`src/hw/rtl/dlm_pkg.sv`:
```
// shared types and constants of the dense layer matrix-vector block
`default_nettype none

package dlm_pkg;

  // store dimensions
  localparam int MAX_ROWS = 16;
  localparam int MAX_COLS = 16;
  localparam int ROW_LIM  = (MAX_ROWS < 16) ? MAX_ROWS : 16;
  localparam int WDEPTH   = MAX_ROWS * MAX_COLS;
  localparam int WADDR_W  = $clog2(WDEPTH);

  // field widths
  localparam int CMD_W  = 2;
  localparam int ROW_W  = 4;
  localparam int COL_W  = 4;
  localparam int VAL_W  = 16;
  localparam int CFG_W  = 5;
  localparam int CNT_W  = 5;
  localparam int IDX_W  = 2;
  localparam int PROD_W = 32;
  localparam int ACC_W  = 48;
  localparam int OUT_W  = 32;
  localparam int FRAC_SHIFT = 8;

  // stream data widths
  localparam int IN_TDATA_W  = 24;
  localparam int OUT_TDATA_W = 40;

  // request kinds
  localparam logic [CMD_W-1:0] CMD_WEIGHT = 2'd0;
  localparam logic [CMD_W-1:0] CMD_BIAS   = 2'd1;
  localparam logic [CMD_W-1:0] CMD_ELEM   = 2'd2;

  // configuration register indexes
  localparam logic [IDX_W-1:0] CFG_ROWS = 2'd0;
  localparam logic [IDX_W-1:0] CFG_COLS = 2'd1;

  // reset values of the configuration registers
  localparam logic [CFG_W-1:0] ROWS_RST = 5'd16;
  localparam logic [CFG_W-1:0] COLS_RST = 5'd16;

  // controller to datapath commands
  typedef struct packed {
    logic             take;
    logic             load_x;
    logic             acc_issue;
    logic [ROW_W-1:0] row;
    logic             cnt_inc;
    logic             out_load;
    logic             out_mism;
    logic             out_last;
    logic             vec_clear;
  } dlm_cmd_t;

  // datapath to controller status
  typedef struct packed {
    logic             acc_en;
    logic             pipe_busy;
    logic             match;
    logic             out_free;
    logic [ROW_W-1:0] last_row;
  } dlm_sts_t;

endpackage

`default_nettype wire

```
`src/hw/rtl/dlm_ctrl.sv`:
```
// controller state machine of the dense layer block
`default_nettype none

module dlm_ctrl (
  input  logic                      clk_i,
  input  logic                      rst_ni,
  input  logic                      in_valid_i,
  input  logic [dlm_pkg::CMD_W-1:0] in_cmd_i,
  input  logic                      in_last_i,
  output logic                      in_ready_o,
  output dlm_pkg::dlm_cmd_t         cmd_o,
  input  dlm_pkg::dlm_sts_t         sts_i
);
  import dlm_pkg::*;

  typedef enum logic [2:0] {
    S_IDLE,
    S_MAC,
    S_DRAIN,
    S_CHECK,
    S_EMIT,
    S_MISM
  } state_e;

  state_e           state_q, state_d;
  logic [ROW_W-1:0] row_q, row_d;
  logic             last_q, last_d;
  logic             take;

  assign take       = in_valid_i && (state_q == S_IDLE);
  assign in_ready_o = (state_q == S_IDLE);

  // next state and commands
  always_comb begin
    state_d      = state_q;
    row_d        = row_q;
    last_d       = last_q;
    cmd_o        = '0;
    cmd_o.take   = take;
    cmd_o.row    = row_q;
    unique case (state_q)
      S_IDLE: begin
        if (take && (in_cmd_i == CMD_ELEM)) begin
          last_d       = in_last_i;
          cmd_o.load_x = 1'b1;
          row_d        = '0;
          state_d      = sts_i.acc_en ? S_MAC : S_CHECK;
        end
      end
      S_MAC: begin
        cmd_o.acc_issue = 1'b1;
        if (row_q == sts_i.last_row) begin
          state_d = S_DRAIN;
        end else begin
          row_d = row_q + 1'b1;
        end
      end
      S_DRAIN: begin
        if (!sts_i.pipe_busy) begin
          state_d = S_CHECK;
        end
      end
      S_CHECK: begin
        cmd_o.cnt_inc = 1'b1;
        row_d         = '0;
        if (!last_q) begin
          state_d = S_IDLE;
        end else if (sts_i.match) begin
          state_d = S_EMIT;
        end else begin
          state_d = S_MISM;
        end
      end
      S_EMIT: begin
        if (sts_i.out_free) begin
          cmd_o.out_load = 1'b1;
          if (row_q == sts_i.last_row) begin
            cmd_o.out_last  = 1'b1;
            cmd_o.vec_clear = 1'b1;
            state_d         = S_IDLE;
          end else begin
            row_d = row_q + 1'b1;
          end
        end
      end
      S_MISM: begin
        if (sts_i.out_free) begin
          cmd_o.out_load  = 1'b1;
          cmd_o.out_mism  = 1'b1;
          cmd_o.out_last  = 1'b1;
          cmd_o.vec_clear = 1'b1;
          state_d         = S_IDLE;
        end
      end
      default: begin
        state_d = S_IDLE;
      end
    endcase
  end

  // state and row counter
  always_ff @(posedge clk_i or negedge rst_ni) begin
    if (!rst_ni) begin
      state_q <= S_IDLE;
      row_q   <= '0;
      last_q  <= 1'b0;
    end else begin
      state_q <= state_d;
      row_q   <= row_d;
      last_q  <= last_d;
    end
  end

endmodule

`default_nettype wire

```
`config.mk`:
```
export PLATFORM = sky130hd
export DESIGN_NAME = dlm_ctrl
export DESIGN_NICKNAME = d
export VERILOG_FILES = /design/src/hw/rtl/dlm_pkg.sv /design/src/hw/rtl/dlm_ctrl.sv
export SDC_FILE = /design/constraint.sdc
export NUM_CORES = 1
export LEC_CHECK = 0
export ABC_AREA = 1
export BUFFER_PORTS_ARGS = -buffer_cell sky130_fd_sc_hd__buf_2
export CAP_MARGIN = 20
export CORE_MARGIN = 2
export CORE_UTILIZATION = 41
export DETAILED_ROUTE_END_ITERATION = 8
export PLACE_DENSITY = 0.79
export RECOVER_POWER = 50
export SLEW_MARGIN = 0
export SYNTH_ARGS = -nofsm -noshare
export SYNTH_HDL_FRONTEND = slang
export SYNTH_SLANG_ARGS = --single-unit
```
`constraint.sdc`:
```
create_clock -name clk_i -period 1.3 [get_ports clk_i]
set_clock_uncertainty 0.1 [all_clocks]
set_input_delay 0.065 -clock clk_i [delete_from_list [all_inputs] [get_ports clk_i]]
set_output_delay 0.065 -clock clk_i [all_outputs]
set_load 0.1 [all_outputs]
```
==> impl_metrics.yaml, run 1 <==
floorplanning:
  chipWidth_um: 43.9
  floorplan.die.height_um: 43.9
  core.rowCount: 14
  floorplan.initialDensity_pct: 43.3
  io_pins: 27
placed_design:
  place_ws_ns: -0.124
  port_buffers: 26
  place_congestion: 0.824
  dpl.hpwl_um: 1500
  dpl-instance-area_mm2: 0.00115
clock_tree:
  clockRootBuffer: "clkbuf_4"
  total_cts_buffers: 3
  cts_buffer_depth: 2
  post-cts-setup-buffer-count: 17
  postCtsResizedCells: 37
  tritoncts_num_sinks: 8
  hold_buffers: 3
  cts_htree_levels: 1
logic_synthesis:
  flop_and_latch_count_out_of_synthesis: 8
  syn_area_per_cell_um2: 6.15
  synth.yosys.seq_area_share_pct: 30.7
  synth_top_cells_by_area: "dfrtp_1, nand2_1, inv_1"
  yosys.area.top_type_share_pct: 30.7
  syn_area_um2: 652
  gate_count_after_technology_mapping: 106
  synthDominantAreaCellType: "dfrtp_1"
  synth_nets: 121
  synth.yosys.warnings: 0
  synth.distinct_cells: 20
run_status:
  outcome: "stopped before the end"
  error_line: "[ERROR DPL-0033] detailed placement checks failed during check placement."
  last-stage-reached: "4_1_cts"
## per-stage QoR
stage               TNS, ns  instances
floorplan             -7.97        106
detailed placement   -0.784        160
global placement     -0.405        160
## cells in the mapped netlist, drive strengths merged
cell,count
o21ai,4
ha,1
nor3,1
buf,2
nor2,13
nand2,40
a21oi,4
nor4,1
nand3b,1
xnor2,1
nand3,9
inv,19
nand4,2
dfrtp,8
## logic make-up after synthesis
| kind of cell | synth area share [%] |
|---|---|
| buf+inv | 13.2 |
| xor+xnor | 1.34 |
| flops | 30.7 |
| compound gates | 7.29 |
| fa+ha+maj | 1.92 |
| simple gates | 45.5 |
==> inputs of run 2 (changes only) <==
- CORE_AREA: unset -> 2 2 63 65
- CORE_MARGIN: 2 -> unset
- CORE_UTILIZATION: 41 -> unset
- DIE_AREA: unset -> 0 0 65 67
- PLACE_DENSITY: 0.79 -> unset
- PLACE_DENSITY_LB_ADDON: unset -> 0.15
- clock period: 1.3 -> 1.7 ns (I/O delays scaled with it)
==> impl_metrics.yaml, run 2 <==
run_status:
  outcome: "finished clean"
finish:
  insertedDiodeCount: 0
  largest-register: "row_q"
  largest_reg_flops: 4
  final_util_pct: 31.8
  final_layout_size_suffix_gt1_share_pct: 43.2
  final_cell_mix: "nand2_1, inv_1, buf_2, buf_4"
  mostFrequentLayoutCell: "nand2_1"
  final_nets: 162
  final-instance-count-excl-fill: 194
  area_growth_pct: 75.8
  largest_registers: "row_q: 4 flops, state_q: 3 flops, last_q: 1 flops"
run:
  number_of_max_cap_violations: 0
hold_path:
  hold_depth: 4
  timing.hold.worst.class: "input pin to flip-flop"
  worst_hold_launch: "sts_i[7]"
  min_to: "state_q[1]$_DFFE_PN0P_"
routing:
  first_pass_iters: 3
  drt_iter0_markers: 10
  route.final.wire_length_um: 1760
  route.vias.total: 792
  avgViaCountPerCell: 4.08
  drc_errors: 0
  antenna_left: 0
  route.detailed.wl_per_inst_um: 9.06
logic_synthesis:
  synthDominantAreaCellType: "dfrtp_1"
  flop_and_latch_count_out_of_synthesis: 8
  synthArstFlopShare_pct: 100
  yosys.area.top_type_share_pct: 30.7
  synth_top_cells_by_area: "dfrtp_1, nand2_1, inv_1"
  synth_nets: 121
  synth.yosys.warnings: 0
  gate_count_after_technology_mapping: 106
  syn_area_um2: 652
  synth-edff-count: 0
  synth.distinct_cells: 20
  ys_top_cells_by_count: "nand2_1, inv_1, nor2_1"
  synth_most_common_cell: "nand2_1"
  synth.yosys.seq_area_share_pct: 30.7
  ys.flop_type: "dfrtp_1"
  syn_area_per_cell_um2: 6.15
grt:
  gr-total-overflow: 0
  grt_antenna_before_repair: 0
  global_route.usage.total_pct: 8.90
  largest_net_degree_at_the_start_of_global_routing: 9
  grt_pass1_wl_um: 3030
  vias_in_the_first_global_route: 745
floorplanning:
  core_region_area_mm2: 0.00361
  core.rowCount: 22
  chipWidth_um: 65
  floorplan.die.height_um: 67
  floorplan.die_area_mm2: 0.00436
  floorplan.initialDensity_pct: 18.1
  io_pins: 27
sta:
  final_period_minus_worst_setup_slack_ns: 1.63
  tns_ns: 0
  setup_violations: 0
  final_min_period_over_clock_period_pct: 96.0
  report.final.hold_viol_count: 0
  timing.fmax_mhz: 613
  rsz0062_at_grt: "yes"
  worst_slew_margin_rel_pct: 64.0
  timing.final.max_slew_violations: 0
  slew_of_the_pin_with_the_lowest_slew_margin_ns: 0.542
clock_tree:
  tritoncts_num_sinks: 8
  clk_pin_slew_worst_paths_ns: 0.04
  cts_buffer_depth: 2
  clk-insertion-delay-late_ns: 0.23
  clockRootBuffer: "clkbuf_8"
  cts_tree: "done"
  total_cts_buffers: 3
  cts_htree_levels: 1
critical_path:
  path_class: "flip-flop to primary output"
  timing.rr.end: "row_q[1]$_DFFE_PN0P_"
  worst_setup_path_start_kind: "flip-flop"
  worst-endpoint-arrival_ns: 1.45
  worst-path-max-fanout: 5
  endpoint_kind: "primary output"
  r2r_slack_ns: 0.21
  timing.rr.start: "state_q[0]$_DFFE_PN0P_"
  worstRegToRegCells: 7
  crit_required_ns: 1.51
power_and_ir_drop:
  p_leak_nw: 0.584
  finalPower_mw: 2.31
  powerDensity_mw_per_mm2: 2020
  vdd.ir_drop.worst_uv: 756
placed_design:
  placed_cells_incl_taps: 179
  place_congestion: 0.687
  dpl.hpwl_um: 1390
  port_buffers: 26
[run 2: cell counts after synthesis]
Identical to the previous run, type by type.
[run 2: kinds of logic after synthesis]
group | share of synthesized area, %
compound gates | 7.29
flops | 30.7
xor+xnor | 1.34
fa+ha+maj | 1.92
simple gates | 45.5
buf+inv | 13.2
[run 2: area by class of cell]
cell class              instances  area (µm²)
flip-flops and latches          8         209
inverters                      19        73.8
well taps                      48        60.1
repair buffers                 38         332
clock buffers                   4        45.0
multi-input cells              77         427
fillers                       413        2460
[run 2: through the flow]
stage	hold slack [ns]	setup slack, ns	instance area (µm²)
after floorplan	-0.311	-0.780	703
after global placement	-0.163	0.190	993
after detailed placement	-0.159	0.174	993
after CTS	0.0617	0.00248	1080
after global routing	0.0685	-0.0103	1150
final	0.0586	0.0684	1150
[run 2: critical path: stages (launching register included)]
cell and delay, ns:
dfrtp_2 0.44, nor2_4 0.15, nand2_4 0.08, nor4_4 0.33
buf_12 0.22
[run 2: worst max path at each step]
stage                                      start   endpoint  slack, ns  cells after the start
after CTS                   row_q[2]$_DFFE_PN0P_   cmd_o[0]      0.002                      6
after global routing        row_q[2]$_DFFE_PN0P_   cmd_o[0]      -0.01                      7
after detailed placement    row_q[2]$_DFFE_PN0P_   cmd_o[0]       0.17                      6
after global placement      row_q[2]$_DFFE_PN0P_   cmd_o[0]       0.19                      6
final                     state_q[0]$_DFFE_PN0P_  cmd_o[10]       0.07                      4
after floorplan           state_q[1]$_DFFE_PN0P_   cmd_o[1]      -0.78                      4
[run 2: metal layers]
metal  share of wire, %  up-vias  track usage (%)
li1                   -      404                -
met3                6.0        2             3.04
met4               0.63        0             2.39
met2                 51       21             14.9
met5                  0        -                0
met1                 43      365             10.8
[run 2: repair_timing]
action,4_1_cts,5_1_grt
pin swaps,2,3
hold buffers,2,0
setup buffers,1,8
endpoints found under the setup margin,2,3
resized for setup,4,8
endpoints found under the hold margin,9,0
[run 2: report_power, final]
part	internal (mW)	switching (mW)	total [mW]	leakage, nW
Sequential	0.274	0.108	0.382	0.0948
Combinational	0.519	1.17	1.69	0.467
Clock	0.162	0.0743	0.237	0.0228
Power figures use the tool's default switching activity.
